$ cat src/hw/rtl/huffman_code_builder_defines.svh
// Assertion macros shared by the Huffman code builder.
`ifndef HUFFMAN_CODE_BUILDER_DEFINES_SVH
`define HUFFMAN_CODE_BUILDER_DEFINES_SVH

`ifndef ASSERT_OFF
`define HCB_ASSERT(lbl, cond) \
  lbl: assert property (@(posedge clk) disable iff (!rst_n) (cond)) \
    else $error("assertion failed");
`define HCB_ASSERT_NEXT(lbl, pre, post) \
  lbl: assert property (@(posedge clk) disable iff (!rst_n) (pre) |=> (post)) \
    else $error("assertion failed");
`else
`define HCB_ASSERT(lbl, cond)
`define HCB_ASSERT_NEXT(lbl, pre, post)
`endif

`endif

$ cat src/hw/rtl/hcb_pkg.sv
`timescale 1ns / 1ps
package hcb_pkg;

  localparam int MAX_SYMBOLS = 16;
  localparam int NODE_COUNT  = 2 * MAX_SYMBOLS - 1;
  localparam int NIW         = $clog2(NODE_COUNT);
  localparam int CW          = $clog2(MAX_SYMBOLS + 1);
  localparam int SIW         = $clog2(MAX_SYMBOLS);
  localparam int LW          = $clog2(MAX_SYMBOLS);
  localparam int WW          = 16 + $clog2(MAX_SYMBOLS);
  localparam int CODE_W      = 15;
  localparam int CLEN_W      = 4;

  typedef struct packed {
    logic [7:0]  symbol;
    logic [15:0] weight;
    logic        last;
  } in_t;

  typedef struct packed {
    logic [7:0]        out_symbol;
    logic [CODE_W-1:0] code_bits;
    logic [CLEN_W-1:0] code_length;
    logic              overflow;
    logic              final_res;
  } out_t;

  // Running pair of the two smallest parentless nodes seen so far.
  typedef struct packed {
    logic           fv;
    logic [NIW-1:0] fi;
    logic [WW-1:0]  fw;
    logic           sv;
    logic [NIW-1:0] si;
    logic [WW-1:0]  sw;
  } cand_t;

  // Broadcast commands from the sequencer to every cell.
  typedef struct packed {
    logic           ld_en;
    logic [NIW-1:0] ld_idx;
    logic [WW-1:0]  ld_w;
    logic           mg_en;
    logic [NIW-1:0] mg_first;
    logic [NIW-1:0] mg_second;
    logic [NIW-1:0] mg_top;
    logic [WW-1:0]  mg_w;
    logic           clr;
  } cell_ctl_t;

  // Link status a cell reports for the code walk.
  typedef struct packed {
    logic           hp;
    logic           right;
    logic [NIW-1:0] parent;
  } cell_st_t;

  typedef enum logic [2:0] {
    ST_LOAD,
    ST_SCAN_GO,
    ST_SCAN,
    ST_WALK,
    ST_EMIT
  } state_t;

endpackage

$ cat src/hw/rtl/hcb_node_cell.sv
`timescale 1ns / 1ps
module hcb_node_cell (
  input  logic                    clk,
  input  logic                    rst_n,
  input  logic [hcb_pkg::NIW-1:0] idx,
  input  hcb_pkg::cell_ctl_t      ctl,
  input  logic                    tok_in,
  input  hcb_pkg::cand_t          cand_in,
  output logic                    tok_out,
  output hcb_pkg::cand_t          cand_out,
  output hcb_pkg::cell_st_t       st
);

  logic                    live_r;
  logic                    hp_r;
  logic                    right_r;
  logic [hcb_pkg::NIW-1:0] parent_r;
  logic [hcb_pkg::WW-1:0]  weight_r;
  logic                    tok_r;
  hcb_pkg::cand_t          cand_r;
  hcb_pkg::cand_t          cand_nxt;

  // Fold this node into the passing pair. Earlier cells have lower indices,
  // so only a strictly smaller weight displaces a held candidate.
  always_comb begin
    cand_nxt = cand_in;
    if (live_r && !hp_r) begin
      if (!cand_in.fv || weight_r < cand_in.fw) begin
        cand_nxt.sv = cand_in.fv;
        cand_nxt.si = cand_in.fi;
        cand_nxt.sw = cand_in.fw;
        cand_nxt.fv = 1'b1;
        cand_nxt.fi = idx;
        cand_nxt.fw = weight_r;
      end else if (!cand_in.sv || weight_r < cand_in.sw) begin
        cand_nxt.sv = 1'b1;
        cand_nxt.si = idx;
        cand_nxt.sw = weight_r;
      end
    end
  end

  // Control bits: node present and parent link valid.
  always_ff @(posedge clk) begin
    if (!rst_n) begin
      live_r <= 1'b0;
      hp_r   <= 1'b0;
      tok_r  <= 1'b0;
    end else begin
      tok_r <= tok_in;
      if (ctl.clr) begin
        live_r <= 1'b0;
        hp_r   <= 1'b0;
      end else if (ctl.ld_en && ctl.ld_idx == idx) begin
        live_r <= 1'b1;
        hp_r   <= 1'b0;
      end else if (ctl.mg_en) begin
        if (ctl.mg_top == idx) begin
          live_r <= 1'b1;
          hp_r   <= 1'b0;
        end else if (ctl.mg_first == idx || ctl.mg_second == idx) begin
          hp_r <= 1'b1;
        end
      end
    end
  end

  // Node payload.
  always_ff @(posedge clk) begin
    cand_r <= cand_nxt;
    if (ctl.ld_en && ctl.ld_idx == idx) begin
      weight_r <= ctl.ld_w;
    end else if (ctl.mg_en) begin
      if (ctl.mg_top == idx) begin
        weight_r <= ctl.mg_w;
      end
      if (ctl.mg_first == idx) begin
        parent_r <= ctl.mg_top;
        right_r  <= 1'b0;
      end
      if (ctl.mg_second == idx) begin
        parent_r <= ctl.mg_top;
        right_r  <= 1'b1;
      end
    end
  end

  assign tok_out   = tok_r;
  assign cand_out  = cand_r;
  assign st.hp     = hp_r;
  assign st.right  = right_r;
  assign st.parent = parent_r;

endmodule

$ cat config.mk
export PLATFORM = sky130hd
export DESIGN_NAME = hcb_node_cell
export DESIGN_NICKNAME = d
export VERILOG_FILES = /design/src/hw/rtl/huffman_code_builder_defines.svh /design/src/hw/rtl/hcb_pkg.sv /design/src/hw/rtl/hcb_node_cell.sv
export SDC_FILE = /design/constraint.sdc
export NUM_CORES = 1
export LEC_CHECK = 0
export ABC_AREA = 0
export BUFFER_PORTS_ARGS = -buffer_cell sky130_fd_sc_hd__buf_2
export CORE_MARGIN = 2
export CORE_UTILIZATION = 48
export CTS_CLUSTER_SIZE = 16
export DETAILED_ROUTE_END_ITERATION = 6
export PLACE_DENSITY = 0.81
export SLEW_MARGIN = 20
export SYNTH_ARGS = -nofsm -noshare
export SYNTH_HDL_FRONTEND = slang
export SYNTH_SLANG_ARGS = --single-unit
$ cat constraint.sdc
create_clock -name clk -period 3.12 [get_ports clk]
set_input_delay 0.156 -clock clk [delete_from_list [all_inputs] [get_ports clk]]
set_output_delay 0.156 -clock clk [all_outputs]
set_load 0.02 [all_outputs]
**Yosys cells after proc, flatten, opt, wreduce, memory -nomap -nowiden**

Cells that the tools add are included.

- Register bits after elaboration: 81
- Latch bits: 0
- Bits in writable memories: 0
- Bits in read-only memories: 0
- Input port bits: 123
- Output and inout bits: 60
- Memories: 0

- Add/subtract/negate cells: 0
- Multiply operators: 0
- Divide/modulo/power cells: 0
- Order comparisons: 2
- Equal/unequal tests: 4
- Shift-type cells: 0
- Multiplexer cells: 15
- Bitwise gates (word level): 2
- Reductions and logical operators: 17

Operator list:

| cell | number |
|---|---|
| two-way mux 26 bit | 3 |
| two-way mux 20 bit | 3 |
| two-way mux 52 bit | 1 |
| less-than comparator 20 bit | 2 |
| == test 5 bit | 4 |
| two-way mux 5 bit | 2 |
| nonzero test 2 bit | 4 |
| two-way mux 1 bit | 6 |
| AND reduction 2 bit | 2 |
| logical NOT 1 bit | 3 |
| logical OR 1 bit | 3 |
| AND reduction 3 bit | 1 |
| OR reduction 3 bit | 1 |
| logical AND 1 bit | 2 |
| NOT 1 bit | 2 |
| OR reduction 2 bit | 1 |

**Depth between registers and ports, before layout**

- Depth in word-level cells: 5
- Mapped depth: 11
- Mapped depth without buffers: 9

**Least setup slack after synthesis**

No wires, ideal clock.

- Path kind: reg-to-reg
- From: register weight_r[18] (netlist bit)
- To: register cand_r, in the netlist cand_out[15]
- Library setup time: 0.130 ns
- Data arrival time: 2.293 ns
- Data required time: 2.990 ns
- Setup slack: 0.698 ns
- Cell stages (with the launch flop): 10
- Buffers on the path: 1
- Path through: edfxtp_1 > ha_1 > and4_1 > nand2_2 > or4_4 > o2111ai_2 > nand2_4 > a211oi_4 > buf_6 > a222oi_1

RTL lines:

| what | RTL line | source |
|---|---|---|
| start, declared | hcb_node_cell.sv:18 | `logic [hcb_pkg::WW-1:0] weight_r;` |
| start signal, assigned | hcb_node_cell.sv:72 | `weight_r <= ctl.ld_w;` |
| start signal, assigned | hcb_node_cell.sv:75 | `weight_r <= ctl.mg_w;` |
| end signal, assigned | hcb_node_cell.sv:70 | `cand_r <= cand_nxt;` |
| end, declared | hcb_node_cell.sv:20 | `hcb_pkg::cand_t cand_r;` |

==> results.yml <==
outcome:
  outcome: "finished with violations"
  violations: "DRC"
critical_path:
  path_class: "reg2reg"
  r2r-start: "weight_r[10]"
  reg2reg_slack_ns: 0.33
  endpoint_kind: "register"
  crit_path_cell_trace: "ha_1 > a21oi_1 > nand2_1 > a221oi_1 > o2111ai_2 > a41o_2 > a222oi_1"
  start_kind: "register"
  reg2reg_depth: 7
  crit_buf_inv: 0
  slowest_stage: "a41o_2"
  cp.required_ns: 3.36
  cpPeakStageDelay_ns: 0.55
  crit-reg2reg-capture: "cand_out[20]"
  crit_fanout: 25
  path_delay_family: "compound AO/OA/AOI/OAI gates"
  cp.arrival_ns: 3.04
sta:
  skew_ns: 0.0109
  fmax_mhz: 358
  fin_crit_sh_pct: 89.6
  rsz0062_at_grt: "false"
  slew_violations: 0
  worstMarginPinSlew_ns: 0.548
  final.setup.tns_ns: 0
  relSlewSlack_pct: 63.3
  finalSetupViolations: 0
  fin_ws_ns: 0.326
  hold_violations: 0
  min_period_ns: 2.79
grt:
  grt_overflow: 0
  grt_pass1_vias: 3797
  track_usage_pct: 23.6
  grt_max_degree: 37
  antenna_found_initial: 1
  grt_pass1_wl_um: 18000
routing:
  ant_nets: 0
  drtIter0Drc: 260
  drt-vias-per-instance: 5.29
  wl_per_cell_um: 16.3
  dr.pass1.iters: 7
  totalWireLength_um: 11400
  routed-via-count: 3711
  route.detailed.drc: 5
synthesis:
  synth.net_count: 572
  avgSynthCellArea_um2: 10.1
  ys_ff_latch: 81
  netlist_area_um2: 4150
  yosysSeqAreaShare_pct: 45.3
  synth-simple-area-share_pct: 7.98
  synth-compound-area-share_pct: 15.1
  yosys_warnings: 0
  ys_types: 43
  synthAdderAreaFrac_pct: 11.4
  synth_top_area_share_pct: 26.5
  synth_top_area_cell: "dfxtp_1"
  syn_inst: 411
  synth-xor-area-share_pct: 4.22
  synthMuxAreaShare_pct: 5.69
  synth_top_family_by_area: "compound AO/OA/AOI/OAI gates"
  synthTopCellsByArea: "dfxtp_1 27%, edfxtp_1 19%, ha_1 11%"
floorplanning:
  die_height_um: 97.0
  boundaryPins: 183
  die_area_um2: 9410
  initial_utilization_pct: 50.0
  die_x_um: 97.0
  core-area_um2: 8300
  rows: 33
power:
  peakVddDrop_v: 0.000305
  leakagePower_nw: 2.72
  p_per_area_nw_per_um2: 439
placement:
  place_ws_ns: 0.0259
  place_hpwl_um: 8640
  gp_congestion: 0.875
  io_buffer_count: 182
clock_tree:
  cts_made_buffers: 9
  clk_pin_slew_worst_paths_ns: 0.08
  cts_tree: "built"
  cts-root-buf: "clkbuf_8"
  cts_setup_buffers: 0
  htreeDepth: 3
  cts_max_path_buffers: 2
  worstSkewPairLatency_ns: 0.35
  clock-sinks: 81
min_path:
  holdPathStages: 2
  hold_end: "tok_out"
  min_path_type: "in2reg"
  holdCritStartpoint: "tok_in"
final_layout:
  final_cell_mix: "182 x buf_2, 79 x inv_1, 55 x dfxtp_1, 38 x ha_1, 34 x nand2_1"
  fin_nets: 752
  drive_above_1_share_pct: 39.1
  n_antenna_cell: 0
  final_common_cell: "buf_2"
  area_growth_pct: 28.6
flow_run:
  cap_violations: 0
-- routing by layer --
metal,GRT usage [%],vias to the layer above,routed length (um)
li1,-,1803,-
met1,27.7,1723,4410
met2,41.8,162,5960
met3,5.42,23,763
met4,8.99,0,289
met5,0,-,0
-- worst max-delay path by stage --
stage               cells past startpoint    startpoint           end  slack [ns]
detailed placement                      7  weight_r[18]  cand_out[21]        0.03
global placement                        7  weight_r[18]  cand_out[20]        0.15
floorplan                               9  weight_r[18]  cand_out[15]        0.70
CTS                                     7  weight_r[18]  cand_out[21]        0.35
global route                            7   weight_r[7]  cand_out[21]        0.19
finish                                  7  weight_r[10]  cand_out[20]        0.33
-- worst reg2reg max path, delay by kind of cell, from the launching register on --
family / cells / cell delay [ns]
AO/OA/AOI/OAI: 5 / 1.80
adder cells (fa/ha/maj): 1 / 0.36
flip-flops: 1 / 0.44
AND/OR/NAND/NOR: 1 / 0.09
-- cell usage after synthesis --
library cell,n
o21ai_1,26
and3_1,1
a222oi_1,25
edfxtp_1,26
and2_1,1
a211o_1,1
and4_1,4
nand2b_4,1
a2111oi_2,1
clkbuf_1,6
a211oi_4,1
a21boi_0,1
o21ai_0,3
nor4_1,3
o2111ai_2,1
xor2_1,12
nand2_4,1
nand2_2,1
a31oi_1,2
mux2_2,21
ha_1,38
buf_1,3
buf_4,2
nor2_1,2
o31ai_1,1
dfxtp_1,55
xnor2_1,8
a41o_1,1
nor3_1,2
or4_4,1
a2111oi_0,1
buf_2,7
nand2b_1,2
a221oi_1,1
a21oi_1,14
a211oi_1,2
nand3_1,8
a21oi_2,2
nand2_1,34
buf_6,4
a21o_1,2
nand4_1,4
inv_1,79
-- state kept, by name, summed over array words and instances, names as in the netlist --
register	flops
right_r	1
cand_out	52
hp_r	1
live_r	1
weight_r	20
tok_out	1
parent_r	5
-- layout make-up --
type	count	area, um^2
well taps	105	131
multi-input cells	229	1850
clock buffers	12	145
fillers	682	2960
flip-flops and latches	81	1880
repair buffers	191	986
inverters	79	297
clock inverters	4	45.0
-- power by group --
| part | internal [mW] | switching [mW] |
|---|---|---|
| clock network | 0.389 | 0.370 |
| logic | 0.184 | 0.234 |
| registers | 1.15 | 0.0232 |
-- through the flow --
stage | total power, mW | area (um^2) | util [%] | hold WS (ns) | cells
finish | 2.35 | 5340 | 64.3 | 0.0150 | 701
global route | 2.45 | 5340 | 64.3 | 0.00544 | 701
CTS | 2.35 | 5320 | 64.1 | 0.00366 | 699
detailed placement | 1.60 | 5120 | 61.7 | 0.346 | 682
global placement | 1.59 | 5120 | 61.7 | 0.335 | 682
floorplan | 1.42 | 4150 | - | 0.229 | 411
-- cells by family after synthesis --
family / count (synthesis)
buffers and inverters: 101
AOI/OAI and AO/OA: 85
DFF: 81
and+or+nand+nor: 65
adders and majority gates: 38
muxes: 21
xor gates and xnor gates: 20
-- timing repair --
item	in CTS	in global routing
setup endpoints to repair	3	0
gates resized for setup	1	0
endpoints found under the hold margin	2	2
hold buffers	1	2
Note: power is estimated with default switching activity, not from simulation.
